--- config.mk ---
export PLATFORM = sky130hd
export DESIGN_NAME = cht_ctrl
export DESIGN_NICKNAME = d
export VERILOG_FILES = /design/src/design/cht_pkg.sv /design/src/design/cht_ctrl.sv
export SDC_FILE = /design/constraint.sdc
export NUM_CORES = 1
export LEC_CHECK = 0
export ABC_AREA = 1
export ABC_CLOCK_PERIOD_IN_PS = 3250
export BUFFER_PORTS_ARGS = -buffer_cell sky130_fd_sc_hd__buf_2
export CORE_AREA = 2 2 367 369
export DETAILED_ROUTE_END_ITERATION = 7
export DIE_AREA = 0 0 369 371
export PLACE_DENSITY = 0.32
export SETUP_SLACK_MARGIN = 0.05
export SKIP_LAST_GASP = 1
export SLEW_MARGIN = 30
export SYNTH_ARGS = -nofsm -noshare
export SYNTH_HDL_FRONTEND = slang
export SYNTH_SLANG_ARGS = --single-unit
--- constraint.sdc ---
create_clock -name clk -period 3.25 [get_ports clk]
set_input_delay 0.4875 -clock clk [delete_from_list [all_inputs] [get_ports clk]]
set_output_delay 0.4875 -clock clk [all_outputs]
set_load 0.01 [all_outputs]
--- src/design/cht_pkg.sv ---
// Shared types and constants for the contact history table.
// Used by cht_store, cht_ctrl and contact_history_table; depends on nothing.
package cht_pkg;

  localparam int NID_W  = 24;
  localparam int KIND_W = 8;
  localparam int BODY_W = 16;
  localparam int ELG_W  = 64;

  localparam logic [KIND_W-1:0] BODY_MATCH_KIND = 8'd10;

  typedef enum logic [1:0] {
    FN_LOOKUP = 2'd0,
    FN_ADD    = 2'd1,
    FN_SWAP   = 2'd2,
    FN_NOP    = 2'd3
  } func_t;

  typedef struct packed {
    logic [NID_W-1:0]  nid;
    logic [KIND_W-1:0] kind;
    logic [BODY_W-1:0] body;
    logic [ELG_W-1:0]  ex;
    logic [ELG_W-1:0]  ey;
    logic [ELG_W-1:0]  ez;
  } entry_t;

  typedef struct packed {
    logic              hit;
    logic              status;
    logic [ELG_W-1:0]  fx;
    logic [ELG_W-1:0]  fy;
    logic [ELG_W-1:0]  fz;
  } res_t;

endpackage

--- src/design/cht_ctrl.sv ---
// Request sequencer: bank bookkeeping, add and swap handling, and the lookup scan
// that steps one stored entry per cycle through a single compare unit. Uses cht_pkg.
module cht_ctrl #(
  parameter int MAX_CONTACTS = 32,
  parameter int IDX_W        = 5,
  parameter int CNT_W        = 6
) (
  input  logic                      clk,
  input  logic                      rst_n,
  input  logic                      in_valid,
  output logic                      in_ready,
  input  logic [1:0]                in_func,
  input  logic [cht_pkg::NID_W-1:0]  in_neighbour_id,
  input  logic [cht_pkg::KIND_W-1:0] in_contact_type,
  input  logic [cht_pkg::BODY_W-1:0] in_body_number,
  input  logic [cht_pkg::ELG_W-1:0]  in_elong_x,
  input  logic [cht_pkg::ELG_W-1:0]  in_elong_y,
  input  logic [cht_pkg::ELG_W-1:0]  in_elong_z,
  output logic                      wr_en,
  output logic [IDX_W:0]            wr_addr,
  output cht_pkg::entry_t           wr_data,
  output logic [IDX_W:0]            rd_addr,
  input  cht_pkg::entry_t           rd_data,
  output logic                      res_valid,
  input  logic                      res_ready,
  output cht_pkg::res_t             res
);
  import cht_pkg::*;

  typedef enum logic [1:0] {
    ST_IDLE,
    ST_SCAN,
    ST_RESP
  } state_t;

  state_t            state_r, state_nxt;
  logic              live_bank_r, live_bank_nxt;
  logic [CNT_W-1:0]  live_cnt_r, live_cnt_nxt;
  logic [CNT_W-1:0]  build_cnt_r, build_cnt_nxt;
  logic [IDX_W-1:0]  idx_r, idx_nxt;
  res_t              res_r, res_nxt;
  logic [NID_W-1:0]  nid_r;
  logic [KIND_W-1:0] kind_r;
  logic [BODY_W-1:0] body_r;
  logic              in_fire;
  logic              match;
  logic [IDX_W-1:0]  idx_inc;

  assign in_ready  = (state_r == ST_IDLE);
  assign in_fire   = in_valid && in_ready;
  assign res_valid = (state_r == ST_RESP);
  assign res       = res_r;
  assign idx_inc   = idx_r + IDX_W'(1);

  assign wr_addr = {~live_bank_r, build_cnt_r[IDX_W-1:0]};
  assign wr_data = '{nid: in_neighbour_id, kind: in_contact_type, body: in_body_number,
                     ex: in_elong_x, ey: in_elong_y, ez: in_elong_z};

  assign match = (rd_data.nid == nid_r) && (rd_data.kind == kind_r) &&
                 ((kind_r != BODY_MATCH_KIND) || (rd_data.body == body_r));

  always_comb begin
    state_nxt     = state_r;
    live_bank_nxt = live_bank_r;
    live_cnt_nxt  = live_cnt_r;
    build_cnt_nxt = build_cnt_r;
    idx_nxt       = idx_r;
    res_nxt       = res_r;
    wr_en         = 1'b0;
    rd_addr       = {live_bank_r, idx_inc};
    unique case (state_r)
      ST_IDLE: begin
        if (in_fire) begin
          res_nxt   = '0;
          state_nxt = ST_RESP;
          unique case (func_t'(in_func))
            FN_LOOKUP: begin
              idx_nxt = '0;
              rd_addr = {live_bank_r, {IDX_W{1'b0}}};
              if (live_cnt_r != '0) begin
                state_nxt = ST_SCAN;
              end
            end
            FN_ADD: begin
              if (build_cnt_r == CNT_W'(MAX_CONTACTS)) begin
                res_nxt.status = 1'b1;
              end else begin
                wr_en         = 1'b1;
                build_cnt_nxt = build_cnt_r + CNT_W'(1);
              end
            end
            FN_SWAP: begin
              live_bank_nxt = ~live_bank_r;
              live_cnt_nxt  = build_cnt_r;
              build_cnt_nxt = '0;
            end
            FN_NOP: begin
            end
          endcase
        end
      end
      ST_SCAN: begin
        if (match) begin
          res_nxt   = '{hit: 1'b1, status: 1'b0, fx: rd_data.ex, fy: rd_data.ey,
                        fz: rd_data.ez};
          state_nxt = ST_RESP;
        end else if (CNT_W'(idx_r) + CNT_W'(1) == live_cnt_r) begin
          res_nxt   = '0;
          state_nxt = ST_RESP;
        end else begin
          idx_nxt = idx_inc;
        end
      end
      ST_RESP: begin
        if (res_ready) begin
          state_nxt = ST_IDLE;
        end
      end
      default: state_nxt = ST_IDLE;
    endcase
  end

  always_ff @(posedge clk) begin
    if (!rst_n) begin
      state_r     <= ST_IDLE;
      live_bank_r <= 1'b0;
      live_cnt_r  <= '0;
      build_cnt_r <= '0;
      idx_r       <= '0;
      res_r       <= '0;
    end else begin
      state_r     <= state_nxt;
      live_bank_r <= live_bank_nxt;
      live_cnt_r  <= live_cnt_nxt;
      build_cnt_r <= build_cnt_nxt;
      idx_r       <= idx_nxt;
      res_r       <= res_nxt;
    end
  end

  always_ff @(posedge clk) begin
    if (in_fire) begin
      nid_r  <= in_neighbour_id;
      kind_r <= in_contact_type;
      body_r <= in_body_number;
    end
  end

endmodule

After elaboration in Yosys (flattened, before gate mapping) --
Index checks and enable logic that the tools add are counted.
Operators by class: reductions and logical operators 14, equal/unequal tests 17, bitwise gates (word level) 1, multiplexer cells 27, add/sub/neg operators 3
Operators with widths (number):
- $mux 194 | 3
- $pmux 194 s2 | 1
- $mux 5 | 7
- $eq 24x24->1 | 1
- $eq 16x16->1 | 1
- $mux 2 | 6
- $pmux 6 s2 | 1
- $pmux 5 s2 | 1
- $reduce_and 3->1 | 3
- $eq 8x8->1 | 1
- $ne 8x4->1 const B | 1
- $add 5x1->6 const B | 1
- $add 6x1->6 const B | 1
- $eq 6x6->1 | 1
- $eq 6x6->1 const B | 1
- $mux 1 | 6
- $mux 6 | 1
- $ne 2x1->1 const B | 3
- $ne 2x2->1 const B | 3
- $pmux 2 s3 | 1
- $reduce_bool 6->1 | 1
- $add 5x1->5 const B | 1
- $reduce_and 5->1 | 1
- $eq 2x1->1 const B | 2
- 8 further kinds | 13
Storage, ports and cells: bits of input ports 486, register bits 262

Longest topological paths before layout --
depth after elaboration 5, mapped depth 16, gate-level depth less buffers 16

Least setup slack after synthesis --
Ideal clock, no wire load.
path kind register to register, start point register state_r[1], end point register build_cnt_r[5], setup slack 0.698 ns, arrival 2.433 ns, setup time 0.119 ns, path buffers 0, required time 3.131 ns, period minus slack after synthesis 2.552 ns, cell stages (with the launch flop) 11, path through dfxtp_1 > nor2_2 > nand2_1 > inv_1 > nand2_1 > nand2_1 > nand2_1 > nor3_1 > nand2_1 > nor2_1 > nor3_1
Between the ends: word-level cells in the longest chain between the ends 3
RTL lines:
- from (decl) | RTL line cht_ctrl.sv:36 | state_t state_r, state_nxt;
- from (signal assigned) | RTL line cht_ctrl.sv:132 | state_r <= state_nxt;
- $logic_not 2->1 | RTL line cht_ctrl.sv:49 | assign in_ready = (state_r == ST_IDLE);
- via in_ready | RTL line cht_ctrl.sv:11 | output logic in_ready,
- $logic_and 1x1->1 | RTL line cht_ctrl.sv:50 | assign in_fire = in_valid && in_ready;
- via in_fire | RTL line cht_ctrl.sv:45 | logic in_fire;
- $reduce_and 4->1 (no line)
- to (signal assigned) | RTL line cht_ctrl.sv:135 | build_cnt_r <= build_cnt_nxt;
- to (decl) | RTL line cht_ctrl.sv:39 | logic [CNT_W-1:0] build_cnt_r, build_cnt_nxt;
The timed path passes the listed nets, and every way through them passes these cells. A chain may end at the register's enable or synchronous reset.

Final worst setup path --
start point register build_cnt_r[0], end point output port wr_en
Between the ends: word-level cells in the longest chain between the ends 5
RTL lines:
- $eq 6x6->1 | RTL line cht_ctrl.sv:85 | if (build_cnt_r == CNT_W'(MAX_CONTACTS)) begin
- $mux 1 | RTL line cht_ctrl.sv:85
- $mux 1 | RTL line cht_ctrl.sv:76 | unique case (func_t'(in_func))
- $mux 1 | RTL line cht_ctrl.sv:73 | if (in_fire) begin
- $mux 1 | RTL line cht_ctrl.sv:71 | unique case (state_r)
- to (decl) | RTL line cht_ctrl.sv:19 | output logic wr_en,
No other way between the ends.

==> metrics <==
PortBufs 550; Reg power frac 39.4%; YS warnings 0; wire per inst 18.2 um; FF+latch area 5730 um2; Post-synth EDFFs 48; clock latency on the worst-skew pair 0.59 ns; CTS Sinks 262; Reg clk slew, reported paths 0.06 ns; Netlist Area Pre-Place 12400 um2; Internal 6.29 mW; Worst R2R Setup Slack 0.68 ns; top-area cell type share of the netlist area 34.7%; Crit. Startpoint build_cnt_r[0]; #FFs+latches synth 262; I/O pins 935; Slew HR 50.1%; Max Cap Viol 0; antenna viol nets, final 0; Root Driver clkbuf_16; sequential cell area fraction in the yosys report 46.3%; hold path endpoint nid_r[2]; row count 134; layout overhead on the synthesized area 35.4%; Reg2Reg Depth 11; RSZ-0062 raised after global routing false; DRC errors left 0; Comb pwr share 10.7%; Worst Setup Start Kind flop; pwr dens 521 nW/um2; most frequent cell after synthesis nand2_1; fillers 15500; Total Routed Length 66.5 mm; count of distinct cell types in the synthesized netlist 33; final net count 2348; CTS max path bufs 3; HP Class in -> reg; largest net degree at the start of global routing 86; Overflow after GRT 0; Setup TNS 0 ns; Synth area leaders dfxtp_1 (35%), buf_4 (15%), nand2_1 (12%), edfxtp_1 (12%), a21oi_1 (8.1%); crit path time final 2.58 ns; vias in the first global route 11300; mux cell area share after synthesis 0%; Fin. Hold Viols 0; Starting Density 9.31%; initial DRC count 452; post-CTS resize count 0; Post-CTS Setup Repair Bufs 0; clk_skew 0.0123 ns; commonest register cell after synthesis dfxtp_1; Chip Height 371 um; hold buffers post-CTS 0; critical path arrival 2.09 ns; area share of and/or/nand/nor cells after synthesis 21.3%; fin. max-slew vios 0; Num CTS Buffers 38; Net Switching 2.43 mW; antenna violations before repair 8; post-synth net total 2051; Die W 369 um; top post-synthesis cells by count nand2_1 (403), buf_4 (248), dfxtp_1 (214); switch share 27.9%; leakage 6.99 nW; XOR/XNOR share of the synthesized area 1.20%; Cells after Synth 1562; Avg Synthesized Cell Area 7.91 um2; area of the die 137000 um2; Fmax 388 MHz; Hold Path Depth 1; worst endpoint required time 2.76 ns; Critical R2R Capture res[122]; maximum VDD drop 0.286 mV; min-delay src in_neighbour_id[2]; CTS tree built; largest family of logic cells by synthesized area buffers and inverters; Synth Area in Adders 0.304%; R2R Path Start kind_r[5]; outcome finished, final reports clean; worst hold slack 0.0883 ns; vias 11100; vias per std cell 3.04; layout cells sized above 1 35.7%; fin crit share 79.3%; drt pass-1 iters 4; Compound-Gate Fraction of Synth Area 9.34%; detailed placement HPWL 51.5 mm; GRT Total Usage 9.27%; global-route wire length before repair 89.9 mm; Core ar. 133000 um2; RePlAce Congestion 0.774; endpoints failing setup 0; Critical Path Fanout Max 6; overall power 8.72 mW; H-tree levels 2; Least-Margin Pin Slew 0.741 ns; Clk pwr share 50.0%; post-synth top area cell dfxtp_1; Crit Path Category reg -> out; critical path endpoint category output pin; Synth async-reset ratio 0%; Multi-input gate area 3990 um2
-- cell type report --
| cell class | count | area share (%) |
|---|---|---|
| sequential | 262 | 34.2 |
| multi-input combinational | 880 | 23.8 |
| timing repair buffer | 583 | 19.0 |
| tap | 1768 | 13.2 |
| clock buffer | 52 | 6.42 |
| inverter | 94 | 2.17 |
| clock inverter | 16 | 1.18 |
| antenna | 1 | 0.0149 |
-- critical path, cell delays in order, from the launching register on --
cell,delay [ns]
dfxtp_1,0.36
inv_1,0.11
ha_1,0.15
nand3_1,0.07
nor3_1,0.45
nor2_1,0.17
buf_2,0.19
-- layout by cell type (no fill, tap or decap), types with 5 or more instances in the layout --
cell type / count
nand2_1: 403
nand4_1: 5
nor2_1: 75
dfxtp_1: 214
buf_2: 550
inv_1: 89
a21oi_1: 200
xor2_1: 16
buf_4: 19
clkbuf_8: 5
edfxtp_1: 48
clkbuf_1: 8
nand2_2: 11
buf_12: 14
nand3_1: 124
o21ai_0: 11
clkinv_2: 9
a21oi_2: 8
nor3_1: 7
clkbuf_16: 39
-- power by group through the flow --
stage | combinational (mW) | clock [mW] | sequential, mW
6_report | 0.930 | 4.36 | 3.43
5_1_grt | 1.04 | 4.71 | 3.44
4_1_cts | 0.973 | 4.62 | 3.43
3_5_place_dp | 0.970 | 0 | 3.50
3_3_place_gp | 0.975 | 0 | 3.50
2_1_floorplan | 0.756 | 0 | 3.49
-- routing by layer --
| metal | GRT usage (%) | part of all wire, % | vias up |
|---|---|---|---|
| met5 | 0.385 | 0.13 | - |
| li1 | - | - | 5340 |
| met4 | 5.63 | 6.3 | 16 |
| met2 | 14.4 | 44 | 578 |
| met1 | 9.31 | 35 | 4997 |
| met3 | 5.88 | 14 | 188 |
-- metrics by stage --
stage	utilization [%]	cell area (um2)	setup WS, ns	instances
detailed placement	11.6	15500	0.534	3587
finish	12.6	16700	0.672	3656
floorplan	-	12400	0.698	1562
global placement	11.6	15500	0.559	3587
global route	12.6	16700	0.368	3655
CTS	12.6	16700	0.566	3655
-- logic make-up after synthesis --
family,after synthesis
buffers and inverters,420
and+or+nand+nor,637
DFF,262
xor gates and xnor gates,17
adders and majority gates,3
AOI/OAI and AO/OA,223
-- registers in the layout, indices dropped and copies added, names as in the netlist --
name         flops
build_cnt_r      6
live_bank_r      1
live_cnt_r       6
body_r          16
kind_r           8
res            194
state_r          2
idx_r            5
nid_r           24
-- worst max path at each step --
stage | slack, ns | endpoint
after floorplan | 0.70 | build_cnt_r[5]
after global placement | 0.56 | res[9]
after detailed placement | 0.53 | res[23]
after CTS | 0.57 | wr_en
after global routing | 0.37 | res[9]
final | 0.67 | wr_en
(Power assumes the default switching activity.)
